## src/hdl/msv_pkg.sv

```systemverilog
// Package for the Mobius linear sieve: field widths, status codes and the
// sequencer state type. No dependencies.
package msv_pkg;

   localparam int NUM_W   = 17;   // integer and limit width
   localparam int MU_W    = 2;    // two's complement mu
   localparam int TOTAL_W = 14;   // reported prime total
   localparam int STAT_W  = 2;    // status code width
   localparam int REQ_W   = 24;   // request tdata width (whole bytes)
   localparam int RSP_W   = 24;   // response tdata width (whole bytes)
   localparam int CSR_W   = 24;   // csr tdata width (whole bytes)

   localparam logic [STAT_W-1:0] STATUS_OK    = 2'd0;
   localparam logic [STAT_W-1:0] STATUS_ORDER = 2'd1;
   localparam logic [STAT_W-1:0] STATUS_LIMIT = 2'd2;

   localparam logic [MU_W-1:0] MU_ZERO = 2'b00;
   localparam logic [MU_W-1:0] MU_ONE  = 2'b01;
   localparam logic [MU_W-1:0] MU_NEG  = 2'b11;

   typedef enum logic [8:0] {
      ST_CLEAR = 9'b000000001,
      ST_IDLE  = 9'b000000010,
      ST_LOOK  = 9'b000000100,
      ST_FETCH = 9'b000001000,
      ST_MUL   = 9'b000010000,
      ST_CHECK = 9'b000100000,
      ST_DIV   = 9'b001000000,
      ST_MARK  = 9'b010000000,
      ST_DONE  = 9'b100000000
   } state_type;

endpackage

```

## src/hdl/msv_mul.sv

```systemverilog
// Multiply unit of the sieve: registers prime times integer and
// compares the product against the limit. Uses msv_pkg.
module msv_mul
   import msv_pkg::*;
#(
   parameter int LIM_W = 21
) (
   input  logic               clock,
   input  logic               enable,
   input  logic [NUM_W-1:0]   factor_a,
   input  logic [NUM_W-1:0]   factor_b,
   input  logic [LIM_W-1:0]   limit,
   output logic [2*NUM_W-1:0] product,
   output logic               over
);

   logic [2*NUM_W-1:0] prod_ff;
   logic [2*NUM_W-1:0] prod_in;

   // One 17x17 multiply per use, registered.
   assign prod_in = factor_a * factor_b;

   always_ff @(posedge clock) begin
      if (enable) begin
         prod_ff <= prod_in;
      end
   end

   // The limit never holds more significant bits than the product.
   assign product = prod_ff;
   assign over    = prod_ff > (2*NUM_W)'(limit);

endmodule

```

## config.mk

```make
export PLATFORM = sky130hd
export DESIGN_NAME = msv_mul
export DESIGN_NICKNAME = d
export VERILOG_FILES = /design/src/hdl/msv_pkg.sv /design/src/hdl/msv_mul.sv
export SDC_FILE = /design/constraint.sdc
export NUM_CORES = 1
export LEC_CHECK = 0
export BUFFER_PORTS_ARGS = -buffer_cell sky130_fd_sc_hd__buf_2
export CAP_MARGIN = 5
export CORE_ASPECT_RATIO = 0.7
export CORE_UTILIZATION = 64
export CTS_CLUSTER_DIAMETER = 100
export DETAILED_ROUTE_END_ITERATION = 16
export GPL_ROUTABILITY_DRIVEN = 0
export PLACE_DENSITY = 0.86
export SETUP_SLACK_MARGIN = 0.5
export SLEW_MARGIN = 5
export SYNTH_ARGS = -nofsm -noshare
export SYNTH_HDL_FRONTEND = slang
export SYNTH_SLANG_ARGS = --single-unit
```

## constraint.sdc

```tcl
create_clock -name clock -period 7.6 [get_ports clock]
set_input_delay 0.76 -clock clock [delete_from_list [all_inputs] [get_ports clock]]
set_output_delay 0.76 -clock clock [all_outputs]
set_load 0.05 [all_outputs]
```

==> qor.txt <==
status -> complete, no violations
Worst EP arrival -> 6150 ps
share of cells above drive strength 1 -> 0.0831
mux contribution to synthesized area -> 0
CP required -> 7620 ps
routed len/inst -> 16.5 um
final hold violations -> 0
Post-synth EDFFs -> 34
Synth warnings -> 0
RSZ-0062 raised after global routing -> false
first-pass GRT wire length -> 42,500 um
nature of the critical path endpoint -> flop
post-synth top area cell -> fa_1
Syn Area/Cell -> 9.11 um^2
Cells after DPL -> 1,504
Critical Path Source Type -> input port
clk root buf -> clkbuf_16
Final setup viols -> 0
vias -> 8,439
CP startpoint -> factor_b[8]
largest family of logic cells by synthesized area -> adder cells
Simple-Gate Fraction of Synth Area -> 0.166
total CTS buffers -> 5
Yosys reg bits -> 34
ys async rst share -> 0
post-synth cell types -> 51
Post-Synth XOR/XNOR Area -> 0.0243
Clock Sinks -> 34
Adder-Cell Fraction of Synth Area -> 0.546
fmax -> 163 MHz
vias in the first global route -> 8,971
Worst-path clk slew -> 50 ps
die width -> 160 um
syn_nets -> 1,635
largest net degree at the start of global routing -> 35
Post-CTS Setup Inserts -> 0
Fillers -> 1,242
DRC Markers -> 0
Total Wirelength -> 24,900 um
Tmin final -> 6120 ps
Hold Path Cell Cnt -> 2
sequential cell area -> 1020 um^2
Synth Area in Compound Gates -> 0.0596
maximum buffer depth of the clock tree -> 2
Worst Tran Pin Value -> 718 ps
fin crit share -> 0.806
headroom to the max-slew limit -> 0.521
Die Height -> 113 um
core area -> 16,700 um^2
Ports -> 92
MaxCap Viol Count -> 0
Vias per Instance -> 5.58
initial core utilization -> 0.669
area share of the largest cell type after synthesis -> 0.402
crit path max fanout -> 17
number of hold buffers added after CTS -> 0
dpl hpwl -> 20,700 um
CTS resizes -> 0
Seq/Total Area, Yosys -> 0.0914
max reg flops -> 34
Die ar. -> 18,000 um^2
Syn Inst Count -> 1,225
synthesized cell area -> 11,200 um^2
area of the multi-input gates -> 8880 um^2
start point of the worst hold path -> factor_a[0]
initial antenna violation count -> 0
drt initial violations -> 496
total grt overflow -> 0
Final Slew Violations -> 0
post-detailed-route count of antenna-violating nets -> 0
NumNets Final -> 1,696
critical path type -> in2reg
ranking of synthesized cells by area -> fa_1, ha_1, inv_1
n_diodes -> 0
gr usage total -> 0.300
CTS tree -> done
Area growth, synth to finish -> 6.57%
Hold WC Path Type -> in2reg
top_reg_cell synth -> edfxtp_1
# port buffers -> 91
num rows -> 39
# H-tree levels -> 2
Finished Layout Cells -> 1,512
Final TNS setup -> 0 ps
TritonRoute pass-1 iters -> 6
final timing paths:
check | slack (ps) | to
max | 1480 | product[22]
min | 1080 | product[0]
metal layers:
layer / routed length, um / up-vias / track usage
met4: 812 / 0 / 0.0952
li1: - / 3822 / -
met1: 10400 / 4168 / 0.405
met3: 2090 / 60 / 0.0562
met5: 0 / - / 0
met2: 11600 / 389 / 0.495
metrics by stage:
stage	hold slack, ps	instance area [um^2]	setup WS, ps	utilization
detailed placement	1330	11800	1320	0.705
floorplan	872	11200	1630	-
CTS	1050	11900	1570	0.713
finish	1080	11900	1480	0.713
global route	1070	11900	1230	0.713
global placement	1330	11800	1380	0.705
cells in the final DEF, fill, tap and decap left out, types with 14 or more instances in the layout:
| master | instances |
|---|---|
| and2_1 | 136 |
| fa_1 | 224 |
| nand2_1 | 182 |
| ha_1 | 129 |
| edfxtp_1 | 34 |
| xnor2_1 | 22 |
| inv_1 | 298 |
| a21oi_1 | 38 |
| o21ai_0 | 14 |
| buf_2 | 91 |
Yosys cell counts, types with 11 or more instances:
master    number
nand2_1      182
fa_1         224
o21ai_0       14
ha_1         129
inv_1        298
nor2_1        11
and2_1       136
clkbuf_1      36
xnor2_1       22
a21oi_1       38
a21o_1        13
nand3_1       12
edfxtp_1      34
final cells by class:
cell class,count,share of cell area
Multi-Input combinational cell,856,0.747
Inverter,298,0.0940
Sequential cell,34,0.0858
Timing Repair Buffer,91,0.0383
Tap cell,225,0.0237
Clock buffer,5,0.0105
Clock inverter,3,0.000946
cell families after synthesis:
logic type,Yosys count
adder cells (fa/ha/maj),353
AND/OR/NAND/NOR,371
buffers and inverters,335
flip-flops,34
XOR/XNOR,31
AO/OA/AOI/OAI,101
critical path, stage by stage:
cell     delay, ps
buf_2          330
nand2_1        140
fa_1           550
inv_1           50
fa_1           500
inv_1           50
fa_1           520
inv_1           50
fa_1           440
fa_1           490
inv_1           50
fa_1           480
inv_1           50
ha_1           370
a21o_1         230
a31oi_1        430
o21ai_2        190
a41oi_1        320
xnor2_1        110
Power is not shown: default switching activity piles up to over one toggle a cycle in this logic, so the estimate is an artifact.
