<file path="src/hdl/msv_ram.sv">
// Generic single-port-write, single-port-read RAM with registered read data.
// No dependencies.
module msv_ram #(
   parameter int WIDTH = 8,
   parameter int DEPTH = 16
) (
   input  logic                     clock,
   input  logic                     wr_en,
   input  logic [$clog2(DEPTH)-1:0] wr_addr,
   input  logic [WIDTH-1:0]         wr_data,
   input  logic [$clog2(DEPTH)-1:0] rd_addr,
   output logic [WIDTH-1:0]         rd_data
);

   logic [WIDTH-1:0] mem [DEPTH];
   logic [WIDTH-1:0] rd_data_ff;

   // Write port and registered read port.
   always_ff @(posedge clock) begin
      if (wr_en) begin
         mem[wr_addr] <= wr_data;
      end
      rd_data_ff <= mem[rd_addr];
   end

   assign rd_data = rd_data_ff;

endmodule

</file>
<file path="config.mk">
export PLATFORM = sky130hd
export DESIGN_NAME = msv_ram
export DESIGN_NICKNAME = d
export VERILOG_FILES = /design/src/hdl/msv_ram.sv
export SDC_FILE = /design/constraint.sdc
export NUM_CORES = 1
export LEC_CHECK = 0
export ABC_AREA = 1
export BUFFER_PORTS_ARGS = -buffer_cell sky130_fd_sc_hd__clkbuf_2
export CAP_MARGIN = 0
export CELL_PAD_IN_SITES_DETAIL_PLACEMENT = 1
export CELL_PAD_IN_SITES_GLOBAL_PLACEMENT = 1
export CORE_MARGIN = 2
export CORE_UTILIZATION = 49
export DETAILED_ROUTE_END_ITERATION = 10
export HOLD_SLACK_MARGIN = 0.06
export PLACE_DENSITY_LB_ADDON = 0.1
export RECOVER_POWER = 50
export SLEW_MARGIN = 20
export SYNTH_ARGS = -nofsm -noshare
export SYNTH_HDL_FRONTEND = slang
export SYNTH_SLANG_ARGS = --single-unit
</file>
<file path="constraint.sdc">
create_clock -name clock -period 1.4 [get_ports clock]
set_clock_uncertainty 0.05 [all_clocks]
set_input_delay 0.28 -clock clock [delete_from_list [all_inputs] [get_ports clock]]
set_output_delay 0.28 -clock clock [all_outputs]
set_load 0.005 [all_outputs]
</file>
==> flow_summary.toml, run 1 <==
[run_status]
status = "complete, no violations"

[clock_network]
cts_buffer_depth = 2
cts_resized = 0
clkSlewWorstSetupHoldPaths_ns = 0.06
cts_buffers = 17
cts_setup_buffers = 0
clk_latency_ns = 0.42
cts_max_level = 4
root_buffer = "clkbuf_16"
cts_tree = "done"
clock-sinks = 136
postCtsHoldBufs = 0

[drt]
ant_nets = 0
wl_met3_um = 715
vias = 3949
drc_errors = 0
wirelength_met1_mm = 6.029
topRoutingLayerUsed = "met4"
wl_met2_mm = 7.729
via_per_inst = 5.237
drt_iter0_markers = 208
drt_first_pass_iters = 4
wirelength_mm = 14.81
drt-wirelength-per-cell_um = 19.64

[global_route]
grt_overflow = 0
grt_pass1_wl_mm = 23.57
grt_max_degree = 36
grt_pass1_vias = 4309
grt_usage = 0.2557
antenna_found_initial = 0

[timing]
fmaxAchievable_ghz = 0.8172
fin_tns_setup_ns = 0
drv_slew = 0
hold_viol = 0
min_period_over_period = 0.8741
worst_pin_slew_ns = 0.9601
rsz0062_at_grt = "no"
worst_slew_margin_rel = 0.3600
period_needed_ns = 1.224
setup_violations = 0

[setup_path]
crit_type = "reg -> out"
r2r-start = "mem[5][6]"
cp_top_family = "flip-flops"
r2r_setup_slack_ns = 0.27
critPathSlowestCell = "dfxtp_1"
end_kind = "output pin"
worst_setup_path_start_kind = "register"
path_cells = "clkbuf_2"
worstPathArrival_ns = 0.89
crit_buf_inv = 1
reg2reg_to = "rd_data[6]"
cp_max_fo = 1
slowest_delay_ns = 0.35
r2r_cells = 6
cp.required_ns = 1.07

[run]
max_cap_violations = 0

[yosys]
synth_area_leaders = "edfxtp_1, nand2_1, nand3_1"
synth-seq-area-share = 0.6943
ys_warn_count = 0
yosysUniqueCellTypes = 12
synth_cells = 551
syn_avg_cell_area_um2 = 10.47
synth-seq-cells = 136
synth_top_area_frac = 0.6665
yosysTopAreaCell = "edfxtp_1"
syn-num-nets = 569
synth_area_um2 = 5767

[power_and_ir_drop]
p_per_area_nw_per_um2 = 1465
p_leak_nw = 2.962
vdd_drop_max_uv = 1171

[final_layout]
layout-drive-gt1-share = 0.1227
final_common_cell = "nand2_1"
area_delta_synth_final_pct = 18.16
antenna_cells = 0
nNetsFinal = 616
final_area_um2 = 6814
layout_common_cells = "nand2_1, edfxtp_1, inv_1"
final_cell_count_no_fill = 754

[place]
dp.cells = 722
port_buffers = 25
dpl_cell_area_um2 = 6195
routabilityCongestion = 0.8524
dp_hpwl_mm = 9.398

[worst_hold_path]
holdPathEnd = "rd_data[6]"
holdCritStartpoint = "rd_addr[2]"
hp-class = "in -> reg"
hold_path_depth = 4

[floorplan]
die-width_um = 112.5
io_pins = 26
fp.coreArea_um2 = 11470
fp.dieH_um = 112.5
die_area_um2 = 12650
core.rowCount = 39
initial_utilization = 0.5029
-- registers in the layout, summed over array words and instances (netlist names) --
name,flops
rd_data,8
mem,128
-- stage by stage --
stage                     worst slack [ns]  hold slack [ns]  power, mW    util
after CTS                           0.1440           0.1472      10.06  0.5955
after floorplan                     0.1192           0.3289      4.982       -
after global routing                0.1510           0.1857      10.28  0.5942
after detailed placement          -0.04750           0.5904      5.278  0.5402
after global placement           -0.001683           0.5749      5.254  0.5402
final                               0.1762           0.1636      9.982  0.5942
-- area by class of cell --
cell class / count / area (um^2)
tap: 143 / 178.9
clock inverter: 14 / 205.2
sequential: 136 / 4004
inverter: 102 / 382.9
timing repair buffer: 52 / 400.4
fill: 1225 / 4653
multi-input combinational: 289 / 1214
clock buffer: 18 / 429.2
-- worst min-delay path: stages --
cell and delay (ns):
clkbuf_2 0.11, nand3_1 0.08, nand3_1 0.07, nand2_1 0.05
-- cells by family (layout without fill, tap and decap cells) --
logic type | count (synthesis) | count (layout) | synth area share
buf+inv | 126 | 186 | 0.09525
flops | 136 | 136 | 0.6943
simple gates | 289 | 289 | 0.2105
-- Yosys cell counts --
cell type  count
edfxtp_1     128
buf_2         13
buf_6          6
nand3_1       97
nor2_1        17
dfxtp_1        8
nand3b_1       2
buf_1          1
inv_1        100
buf_4          4
inv_2          2
nand2_1      173
-- where the power goes --
| group | total [mW] | switching [mW] | internal, mW |
|---|---|---|---|
| Clock | 4.79 | 1.66 | 3.14 |
| Combinational | 0.604 | 0.413 | 0.192 |
| Sequential | 4.58 | 0.0293 | 4.55 |
| Total | 9.98 | 2.10 | 7.88 |
-- worst max-delay path by stage --
stage | from | end | slack, ns | cells past startpoint
final | rd_data[7] | rd_data[7] | 0.18 | 1
after global routing | rd_data[7] | rd_data[7] | 0.15 | 1
after CTS | rd_data[7] | rd_data[7] | 0.14 | 1
after detailed placement | rd_addr[0] | rd_data[3] | -0.05 | 9
after global placement | rd_addr[0] | rd_data[3] | -0.002 | 9
after floorplan | wr_addr[2] | mem[10][0] | 0.12 | 2
-- routing by layer --
metal,vias up,global-route usage
met2,124,0.4361
met3,27,0.06102
li1,1872,-
met1,1926,0.3158
met5,-,0
met4,0,0.1016
Note: power is estimated with default switching activity, not from simulation.
==> inputs of run 2 (changes only) <==
- ABC_CLOCK_PERIOD_IN_PS: not set -> 1400
- BUFFER_PORTS_ARGS: -buffer_cell sky130_fd_sc_hd__clkbuf_2 -> -buffer_cell sky130_fd_sc_hd__buf_2
- CORE_MARGIN: 2 -> not set
==> flow_summary.toml, run 2 (synthesis gave the netlist of run 1 again) <==
[global_route]
busiest_layer = "met2"
grt_usage = 0.2612
antenna_found_initial = 0
grt_pass1_wl_mm = 23.12
use_met1 = 0.3372
grt_use_met3 = 0.05708
grt_overflow = 0
grt_pass1_vias = 4074
grt_max_degree = 39
met2_usage = 0.4327

[setup_path]
cp_top_family = "flip-flops"
cp.required_ns = 1.07
slowest_delay_ns = 0.36
crit_buf_inv = 1
path_cells = "buf_2"
critPathSlowestCell = "dfxtp_1"
worstPathArrival_ns = 0.92
cp_max_fo = 1
end_kind = "output pin"
worst_setup_path_start_kind = "register"
crit_type = "reg -> out"

[final_layout]
nNetsFinal = 617
regMostFlops = "mem"
final_common_cell = "nand2_1"
multi_input_area_um2 = 1214
fillerInstances = 1245
utilization = 0.5837
area_delta_synth_final_pct = 16.08
seqCellArea_um2 = 4004
final_cell_count_no_fill = 754
antenna_cells = 0
layout-drive-gt1-share = 0.1162
layout_common_cells = "nand2_1, edfxtp_1, inv_1"
largest_register_ffs = 128

[timing]
worst_pin_slew_ns = 0.9972
timing.hold.ws_ns = 0.2353
rsz0062_at_grt = "no"
fin_tns_setup_ns = 0
drv_slew = 0
min_period_over_period = 0.8895
fmaxAchievable_ghz = 0.8030
hold_viol = 0
setup_violations = 0
period_needed_ns = 1.245
worst_slew_margin_rel = 0.3352

[drt]
via_per_inst = 5.249
drt-wirelength-per-cell_um = 19.74
drt_iter0_markers = 272
ant_nets = 0
vias = 3958
drt_first_pass_iters = 5
drc_errors = 0
wirelength_mm = 14.88

[clock_network]
cts_setup_buffers = 0
cts_max_level = 4
cts_buffers = 17
root_buffer = "clkbuf_16"
cts_resized = 0
clock-sinks = 136
cts_buffer_depth = 2
clk_latency_ns = 0.42
postCtsHoldBufs = 0
clkSlewWorstSetupHoldPaths_ns = 0.06
cts_tree = "done"

[power_and_ir_drop]
vdd_drop_max_uv = 1221
p_leak_nw = 2.913
total_power_mw = 9.330
p_per_area_nw_per_um2 = 1394

[place]
dp_hpwl_mm = 9.481
port_buffers = 25
routabilityCongestion = 0.8145
dp.cells = 723

[floorplan]
die-width_um = 110.5
initial_utilization = 0.5029
core.rowCount = 39
fp.coreArea_um2 = 11470
fp.dieH_um = 110.5
die_area_um2 = 12210
io_pins = 26

[worst_hold_path]
hp-class = "in -> reg"

[run_status]
status = "complete, no violations"

[run]
max_cap_violations = 0
run 2: report_power, final:
group / total, mW / switching [mW] / internal, mW
clock: 4.15 / 1.57 / 2.57
combinational: 0.596 / 0.416 / 0.181
sequential: 4.59 / 0.0323 / 4.56
run 2: area by class of cell:
class                      instances  area share
sequential                       136      0.5981
multi-input combinational        289      0.1813
clock buffer                      20     0.06523
inverter                         102     0.05720
timing repair buffer              53     0.05533
tap                              143     0.02673
clock inverter                    11     0.01607
run 2: worst paths after layout:
kind,startpoint,to,slack (ns),cells after the start
setup reg to reg,mem[0][7],rd_data[7],0.27,6
hold reg to reg,mem[12][2],rd_data[2],0.63,6
hold / removal,rd_addr[2],rd_data[4],0.24,4
setup / recovery,rd_data[6],rd_data[6],0.15,1
run 2: per-stage QoR:
step                      setup WS (ns)  area (um^2)
after floorplan                  0.1192         5767
after global placement        0.0008471         6165
after detailed placement       -0.03598         6165
after CTS                        0.1336         6709
after global routing             0.1111         6694
final                            0.1547         6694
run 2: worst register-to-register path, delay by kind of cell, from the launching register on:
kind	cells	cell delay, ns
flops	1	0.39
simple gates	5	0.50
buf+inv	1	0.07
run 2: metal layers:
metal	up-vias	part of all wire
met5	-	0
met4	0	0.020
met3	19	0.047
met2	104	0.51
met1	1962	0.42
li1	1873	-
